$ cat src/sv/tlpt_pkg.sv
// Shared types, codes and microcode program for the two-level page table unit.
// No dependencies; used by tlpt_sequencer and two_level_page_table_unit_core.
package tlpt_pkg;

   // Request and status codes
   localparam logic [1:0] REQ_MAP          = 2'd0;
   localparam logic [1:0] REQ_UNMAP        = 2'd1;
   localparam logic [1:0] REQ_XLATE        = 2'd2;

   localparam logic [1:0] STATUS_DONE       = 2'd0;
   localparam logic [1:0] STATUS_NO_SLOT    = 2'd1;
   localparam logic [1:0] STATUS_NOT_MAPPED = 2'd2;

   // Index width of a directory and of a page table
   localparam int ENTRY_W = 10;

   // Page table entry flag bits
   localparam int PTE_PRESENT_BIT = 0;
   localparam int PTE_USER_BIT    = 2;

   // Microcode step addresses
   typedef logic [3:0] step_type;

   localparam step_type STEP_CLR_DIR        = 4'd0;
   localparam step_type STEP_IDLE           = 4'd1;
   localparam step_type STEP_DECODE         = 4'd2;
   localparam step_type STEP_MAP            = 4'd3;
   localparam step_type STEP_MAP_CHK        = 4'd4;
   localparam step_type STEP_ALLOC          = 4'd5;
   localparam step_type STEP_TBL_CLR        = 4'd6;
   localparam step_type STEP_MAP_WR         = 4'd7;
   localparam step_type STEP_UNMAP          = 4'd8;
   localparam step_type STEP_UNMAP_WR       = 4'd9;
   localparam step_type STEP_XLATE          = 4'd10;
   localparam step_type STEP_XLATE_RSP      = 4'd11;
   localparam step_type STEP_RSP_DONE       = 4'd12;
   localparam step_type STEP_RSP_NO_SLOT    = 4'd13;
   localparam step_type STEP_RSP_NOT_MAPPED = 4'd14;

   // Datapath actions, one per control word
   typedef enum logic [3:0] {
      ACT_NONE,
      ACT_DIR_CLR,
      ACT_LATCH,
      ACT_SLOT_LD,
      ACT_ALLOC,
      ACT_TBL_CLR,
      ACT_MAP_WR,
      ACT_UNMAP_WR,
      ACT_RSP_DONE,
      ACT_RSP_NO_SLOT,
      ACT_RSP_NOT_MAPPED,
      ACT_RSP_XLATE
   } act_type;

   // Branch conditions: taken -> target, else next step; dispatch by req type
   typedef enum logic [2:0] {
      COND_NEVER,
      COND_ALWAYS,
      COND_NO_START,
      COND_PRESENT,
      COND_ABSENT,
      COND_POOL_FULL,
      COND_SWEEP_MORE,
      COND_DISPATCH
   } cond_type;

   typedef struct packed {
      act_type  act;
      cond_type cond;
      step_type target;
   } ucode_word_type;

   // Status flags from the datapath to the sequencer
   typedef struct packed {
      logic       start;
      logic       present;
      logic       pool_full;
      logic       sweep_more;
      logic [1:0] req_type;
   } seq_flags_type;

   // Control store
   function automatic ucode_word_type ucode_rom(step_type step);
      ucode_word_type w;
      w = '{act: ACT_NONE, cond: COND_ALWAYS, target: STEP_IDLE};
      unique case (step)
         STEP_CLR_DIR:        w = '{ACT_DIR_CLR,        COND_SWEEP_MORE, STEP_CLR_DIR};
         STEP_IDLE:           w = '{ACT_LATCH,          COND_NO_START,   STEP_IDLE};
         STEP_DECODE:         w = '{ACT_SLOT_LD,        COND_DISPATCH,   STEP_IDLE};
         STEP_MAP:            w = '{ACT_NONE,           COND_PRESENT,    STEP_MAP_WR};
         STEP_MAP_CHK:        w = '{ACT_NONE,           COND_POOL_FULL,  STEP_RSP_NO_SLOT};
         STEP_ALLOC:          w = '{ACT_ALLOC,          COND_NEVER,      STEP_IDLE};
         STEP_TBL_CLR:        w = '{ACT_TBL_CLR,        COND_SWEEP_MORE, STEP_TBL_CLR};
         STEP_MAP_WR:         w = '{ACT_MAP_WR,         COND_ALWAYS,     STEP_RSP_DONE};
         STEP_UNMAP:          w = '{ACT_NONE,           COND_ABSENT,     STEP_RSP_NOT_MAPPED};
         STEP_UNMAP_WR:       w = '{ACT_UNMAP_WR,       COND_ALWAYS,     STEP_RSP_DONE};
         STEP_XLATE:          w = '{ACT_NONE,           COND_ABSENT,     STEP_RSP_NOT_MAPPED};
         STEP_XLATE_RSP:      w = '{ACT_RSP_XLATE,      COND_ALWAYS,     STEP_IDLE};
         STEP_RSP_DONE:       w = '{ACT_RSP_DONE,       COND_ALWAYS,     STEP_IDLE};
         STEP_RSP_NO_SLOT:    w = '{ACT_RSP_NO_SLOT,    COND_ALWAYS,     STEP_IDLE};
         STEP_RSP_NOT_MAPPED: w = '{ACT_RSP_NOT_MAPPED, COND_ALWAYS,     STEP_IDLE};
         default:             w = '{ACT_NONE,           COND_ALWAYS,     STEP_IDLE};
      endcase
      return w;
   endfunction

endpackage

$ cat src/sv/tlpt_sequencer.sv
// Microcode sequencer: step counter, control store lookup and branch logic.
// Depends on tlpt_pkg for the control word, flags and program.
module tlpt_sequencer (
   input  logic                    clock,
   input  logic                    reset,
   input  tlpt_pkg::seq_flags_type flags,
   output tlpt_pkg::ucode_word_type ctrl
);

   tlpt_pkg::step_type pc_ff;
   tlpt_pkg::step_type pc_in;
   tlpt_pkg::step_type dispatch_step;
   logic               taken;

   // Fetch the current control word
   always_comb begin
      ctrl = tlpt_pkg::ucode_rom(pc_ff);
   end

   // Pick the first step of each request type
   always_comb begin
      unique case (flags.req_type)
         tlpt_pkg::REQ_MAP:   dispatch_step = tlpt_pkg::STEP_MAP;
         tlpt_pkg::REQ_UNMAP: dispatch_step = tlpt_pkg::STEP_UNMAP;
         tlpt_pkg::REQ_XLATE: dispatch_step = tlpt_pkg::STEP_XLATE;
         default:             dispatch_step = tlpt_pkg::STEP_RSP_DONE;
      endcase
   end

   // Evaluate the branch condition
   always_comb begin
      unique case (ctrl.cond)
         tlpt_pkg::COND_NEVER:      taken = 1'b0;
         tlpt_pkg::COND_ALWAYS:     taken = 1'b1;
         tlpt_pkg::COND_NO_START:   taken = !flags.start;
         tlpt_pkg::COND_PRESENT:    taken = flags.present;
         tlpt_pkg::COND_ABSENT:     taken = !flags.present;
         tlpt_pkg::COND_POOL_FULL:  taken = flags.pool_full;
         tlpt_pkg::COND_SWEEP_MORE: taken = flags.sweep_more;
         tlpt_pkg::COND_DISPATCH:   taken = 1'b1;
         default:                   taken = 1'b0;
      endcase
   end

   // Next step: dispatch, branch target or fall through
   always_comb begin
      if (ctrl.cond == tlpt_pkg::COND_DISPATCH) begin
         pc_in = dispatch_step;
      end else if (taken) begin
         pc_in = ctrl.target;
      end else begin
         pc_in = pc_ff + 4'd1;
      end
   end

   // Advance the step counter; reset starts the directory clearing pass
   always_ff @(posedge clock) begin
      if (reset) begin
         pc_ff <= tlpt_pkg::STEP_CLR_DIR;
      end else begin
         pc_ff <= pc_in;
      end
   end

endmodule
$ cat config.mk
export PLATFORM = sky130hd
export DESIGN_NAME = tlpt_sequencer
export DESIGN_NICKNAME = d
export VERILOG_FILES = /design/src/sv/tlpt_pkg.sv /design/src/sv/tlpt_sequencer.sv
export SDC_FILE = /design/constraint.sdc
export NUM_CORES = 1
export LEC_CHECK = 0
export BUFFER_PORTS_ARGS = -buffer_cell sky130_fd_sc_hd__buf_4
export CAP_MARGIN = 20
export CORE_MARGIN = 2
export CORE_UTILIZATION = 50
export DETAILED_ROUTE_END_ITERATION = 10
export PLACE_DENSITY_LB_ADDON = 0.08
export SLEW_MARGIN = 20
export SYNTH_ARGS = -nofsm -noshare
export SYNTH_HDL_FRONTEND = slang
export SYNTH_SLANG_ARGS = --single-unit
$ cat constraint.sdc
create_clock -name clock -period 5.28 [get_ports clock]
set_input_delay 0.528 -clock clock [delete_from_list [all_inputs] [get_ports clock]]
set_output_delay 0.528 -clock clock [all_outputs]
set_load 0.02 [all_outputs]
---- Word-level counts from Yosys, hierarchy flattened ----
Memories as Yosys holds them, arrays and structs flattened. A register that Yosys moved wholly into a read port is not among the register bits.
Index checks and enable logic that the tools add are counted.
word-level totals
  latch bits .............................. 0
  flip-flop bits (word level) ............. 4
  memory bits (writable) .................. 0
  memories kept ........................... 1
  logic and storage cells ................. 22
  input port bits ......................... 8
  ROM bits ................................ 176
operators by class
  divide/modulo/power cells ............... 0
  add/subtract/negate cells ............... 1
  equal/unequal tests ..................... 9
  reductions and logical operators ........ 5
  shifts and indexed selects .............. 0
  bitwise gates (word level) .............. 0
  magnitude comparators ................... 0
  mux-type cells .......................... 5
  multiply operators ...................... 0
memory list
  memory            depth  width  read ports  clocked after Yosys merged registers in  write ports  line            text
  (name not given)  16     11     1           1                                        0            tlpt_pkg.sv:87  unique case (step)
operators with widths
  kind                 count
  $eq 3x3->1 const B   4
  $mux 4               3
  $pmux 4 s3           1
  $pmux 1 s7           1
  $eq 3x2->1 const B   2
  $add 4x1->4 const B  1
  $eq 3x1->1 const B   1
  $logic_not 3->1      1
  $eq 2x1->1 const B   1
  $eq 2x2->1 const B   1
  $logic_not 1->1      2
  $logic_not 2->1      1
  $reduce_or 2->1      1

---- Logic depth before layout (Yosys ltp) ----
  word-level depth ........................ 6
  mapped depth ............................ 11
  mapped depth without buffers ............ 11

---- Worst setup path after synthesis ----
OpenSTA, ideal clock, no wires.
  kind .................................... register to register
  start point ............................. reg ctrl[4] (netlist name)
  end point ............................... reg ctrl[8] (netlist name)
  arrival ................................. 2.469 ns
  buffers on the path ..................... 0
  stages on the path, launching flop included .. 9
  slack ................................... 2.676 ns
  data required time ...................... 5.146 ns
  path through ............................ dfxtp_1 -> nand2_2 -> o32a_1 -> a21oi_4 -> mux2_2 -> o21ai_2 -> inv_1 -> ha_1 -> mux4_2
on the way
  word-level cells in the longest chain between the ends .. 6
  elaborated cells on any way between the ends .. 13
RTL lines
  item                                             line                                        text
  $eq 3x3->1 / $eq 3x1->1 (equally long branches)  tlpt_sequencer.sv:32, tlpt_sequencer.sv:47
  $reduce_or 2->1 (no line)                        n/a
  $pmux 1 s7                                       tlpt_sequencer.sv:32                        unique case (ctrl.cond)
  $mux 4                                           tlpt_sequencer.sv:49                        end else if (taken) begin
  $mux 4 (*)                                       tlpt_sequencer.sv:47                        if (ctrl.cond == tlpt_pkg::COND_DISPATCH) begin
  $mux 4 (no line) (*)                             n/a
Mark *: on every way between the ends. The rest lies on a longest branch, timed or not.
A chain may end at the register's enable or synchronous reset.

---- Worst setup path after layout ----
  start point ............................. reg ctrl[5] (netlist name)
  end point ............................... reg ctrl[8] (netlist name)
on the way
  word-level cells in the longest chain between the ends .. 6
  elaborated cells on any way between the ends .. 13
RTL lines
  item                                             line
  $eq 3x3->1 / $eq 3x1->1 (equally long branches)  tlpt_sequencer.sv:32, tlpt_sequencer.sv:47
  $reduce_or 2->1 (no line)                        n/a
  $pmux 1 s7                                       tlpt_sequencer.sv:32
  $mux 4                                           tlpt_sequencer.sv:49
  $mux 4 (*)                                       tlpt_sequencer.sv:47
  $mux 4 (no line) (*)                             n/a
Marks and branches as above.

==> flow_metrics.tcl <==
set metrics [dict create \
    power_density_nw_per_um2 706 \
    die_height_um 46.3 \
    synth_top_area_share_pct 33.6 \
    firstDrtPassIters 4 \
    via_per_inst 5.33 \
    cts_setup_buffers 0 \
    cp_num_buf_inv 1 \
    avgRoutedWirePerCell_um 12.8 \
    fp-row-count 15 \
    io_pins 19 \
    yosysSeqAreaShare_pct 33.6 \
    cts-root-buf "clkbuf_4" \
    cts_sinks 15 \
    final_core_util_pct 62.1 \
    slowest_stage "dfxtp_1" \
    hold_viol_final 0 \
    drt_iter0_drc 8 \
    diodes 0 \
    place.gp.congestion 0.779 \
    ys_ff_latch 15 \
    grt_start_max_net_pins 13 \
    ir_drop_v 0.000386 \
    detail_route.wirelength_mm 1.78 \
    clk_pin_slew_ns 0.09 \
    cp-start-kind "flip-flop" \
    die_w_um 46.3 \
    relSlewSlack_pct 50.9 \
    netlist_top_cells_area "dfxtp_1 (34%), ha_1 (7.0%), a21oi_1 (3.4%)" \
    clockBufferDepth 2 \
    fin_nets 128 \
    ctsResizeCount 0 \
    start_util_pct 52.3 \
    synth_most_common_cell "dfxtp_1" \
    grt_usage_pct 20.0 \
    die_area_sq_um 2140 \
    hpwl_mm 1.40 \
    hp-class "input pin to flip-flop" \
    synth_top_area_cell "dfxtp_1" \
    layout.cells.non_filler 139 \
    slowest_delay_ns 0.48 \
    antenna_found_initial 0 \
    rsz0062_at_grt "no" \
    grt_pass1_wl_mm 2.97 \
    setup_viol 0 \
    max_cap_violations 0 \
    arrival_ns 2.86 \
    clock_latency_ns 0.28 \
    power.leakage_uw 0.000466 \
    synth_edf_count 0 \
    skew_ns 0.00230 \
    syn_nets 107 \
    async_reset_ff_share_pct 0 \
    worstPathRequired_ns 5.45 \
    synth_cell_types 40 \
    core_sq_um 1710 \
    synth.avg_cell_area_sq_um 9.50 \
    cts_buffers 3 \
    syn_to_final_growth_pct 18.6 \
    finalSetupTns_ns 0 \
    timing.fmax_mhz 372 \
    crit_path_max_fanout 9 \
    vias 741 \
    drv_slew 0 \
    synthFlopType "dfxtp_1" \
    finalCritPeriodShare_pct 51.0 \
    fillers 148 \
    final.min_clock_period_ns 2.69 \
    drt_drc_violations_left 0 \
    cts_hold_buffers 0 \
    synthCells 94 \
    post-place-cells 135 \
    cp-end-kind "flip-flop" \
    io_buffers 18 \
    ys_warn_count 0 \
    synthTopCellsByCount "dfxtp_1 (15), inv_1 (7), a21oi_1 (6), nor2_1 (6)" \
    drive_gt1_share_pct 30.7 \
    cts_tree "done" \
    worst_slew_pin_slew_ns 0.734 \
    postRouteAntennaNets 0 \
    status "finished clean" \
    critPathTopFamily "multiplexers" \
    crit_chain "or2b_1, and3_4, a21oi_4, mux2_2, o21ai_2, inv_1, ha_1, mux4_2" \
    syn-cell-area_sq_um 893 \
    cts_max_level 1 \
    grt_remaining_overflow 0 \
    crit_type "flip-flop to flip-flop" \
    first_global_vias 675 \
]
[state kept, by name, summed over array words and instances, names as in the netlist]
register and flops:
ctrl 11, pc_ff 4
[cell type report]
class	count	area [sq um]	share of cell area, %
multi-input combinational	69	531	50.1
timing repair buffer	18	135	12.8
tap	25	31.3	2.95
sequential	15	300	28.3
clock inverter	1	5.00	0.472
clock buffer	3	22.5	2.13
inverter	8	35.0	3.31
[layout by cell type (no fill, tap or decap), drive strengths merged, types with 2 or more instances in the layout]
cell and instances:
or2b 2, o211ai 2, nand2b 2, nor3 3, ha 5, a21oi 7, and3 2, nand3 5
nand2 5, xnor2 3, buf 18, inv 8, clkbuf 3, dfxtp 15, mux2 2, nor2 6
o21ai 5, mux2i 3, o2bb2ai 2
[worst reg2reg max path, stage by stage, from the launching register on]
cell     delay (ns)
dfxtp_1        0.48
or2b_1         0.30
and3_4         0.19
a21oi_4        0.14
mux2_2         0.36
o21ai_2        0.31
inv_1          0.11
ha_1           0.24
mux4_2         0.45
[metrics by stage]
stage	setup slack, ns	hold slack, ns	total power, uW	cell area, sq um
after floorplan	2.68	0.648	578	893
after global placement	2.51	0.715	684	1030
after detailed placement	2.47	0.714	687	1030
after CTS	2.60	0.499	754	1060
after global routing	2.45	0.505	818	1060
final	2.59	0.506	748	1060
[path summary, 6_finish.rpt]
path	from	to	slack (ns)	depth (start not counted)
worst max-delay path	ctrl[5]	ctrl[8]	2.59	8
worst min-delay path	reset	ctrl[6]	0.51	3
worst max register to register	ctrl[5]	ctrl[8]	2.59	8
worst min register to register	ctrl[1]	pc_ff[1]	0.73	3
[routing by layer]
metal | vias to the layer above | global-route usage [%] | share of wire, %
met5 | - | 0 | 0
met4 | 0 | 10.3 | 0.67
met3 | 2 | 4.71 | 3.8
met2 | 18 | 33.9 | 53
met1 | 341 | 23.3 | 42
li1 | 380 | - | -
[power by group]
part | leakage [uW] | internal [uW] | switching (uW) | total, uW
Clock | 0.0000177 | 28.1 | 36.9 | 65.0
Sequential | 0.000125 | 167 | 38.1 | 205
Combinational | 0.000323 | 212 | 266 | 478
Total | 0.000466 | 407 | 341 | 748
[logic make-up after synthesis]
kind of cell	after synthesis	share of synthesized area, %
flip-flops	15	33.6
buffers and inverters	10	7.00
adder cells (fa/ha/maj)	5	7.00
XOR/XNOR	4	3.92
multiplexers	6	8.40
AO/OA/AOI/OAI	27	23.8
AND/OR/NAND/NOR	27	16.2
(Power assumes the default switching activity.)
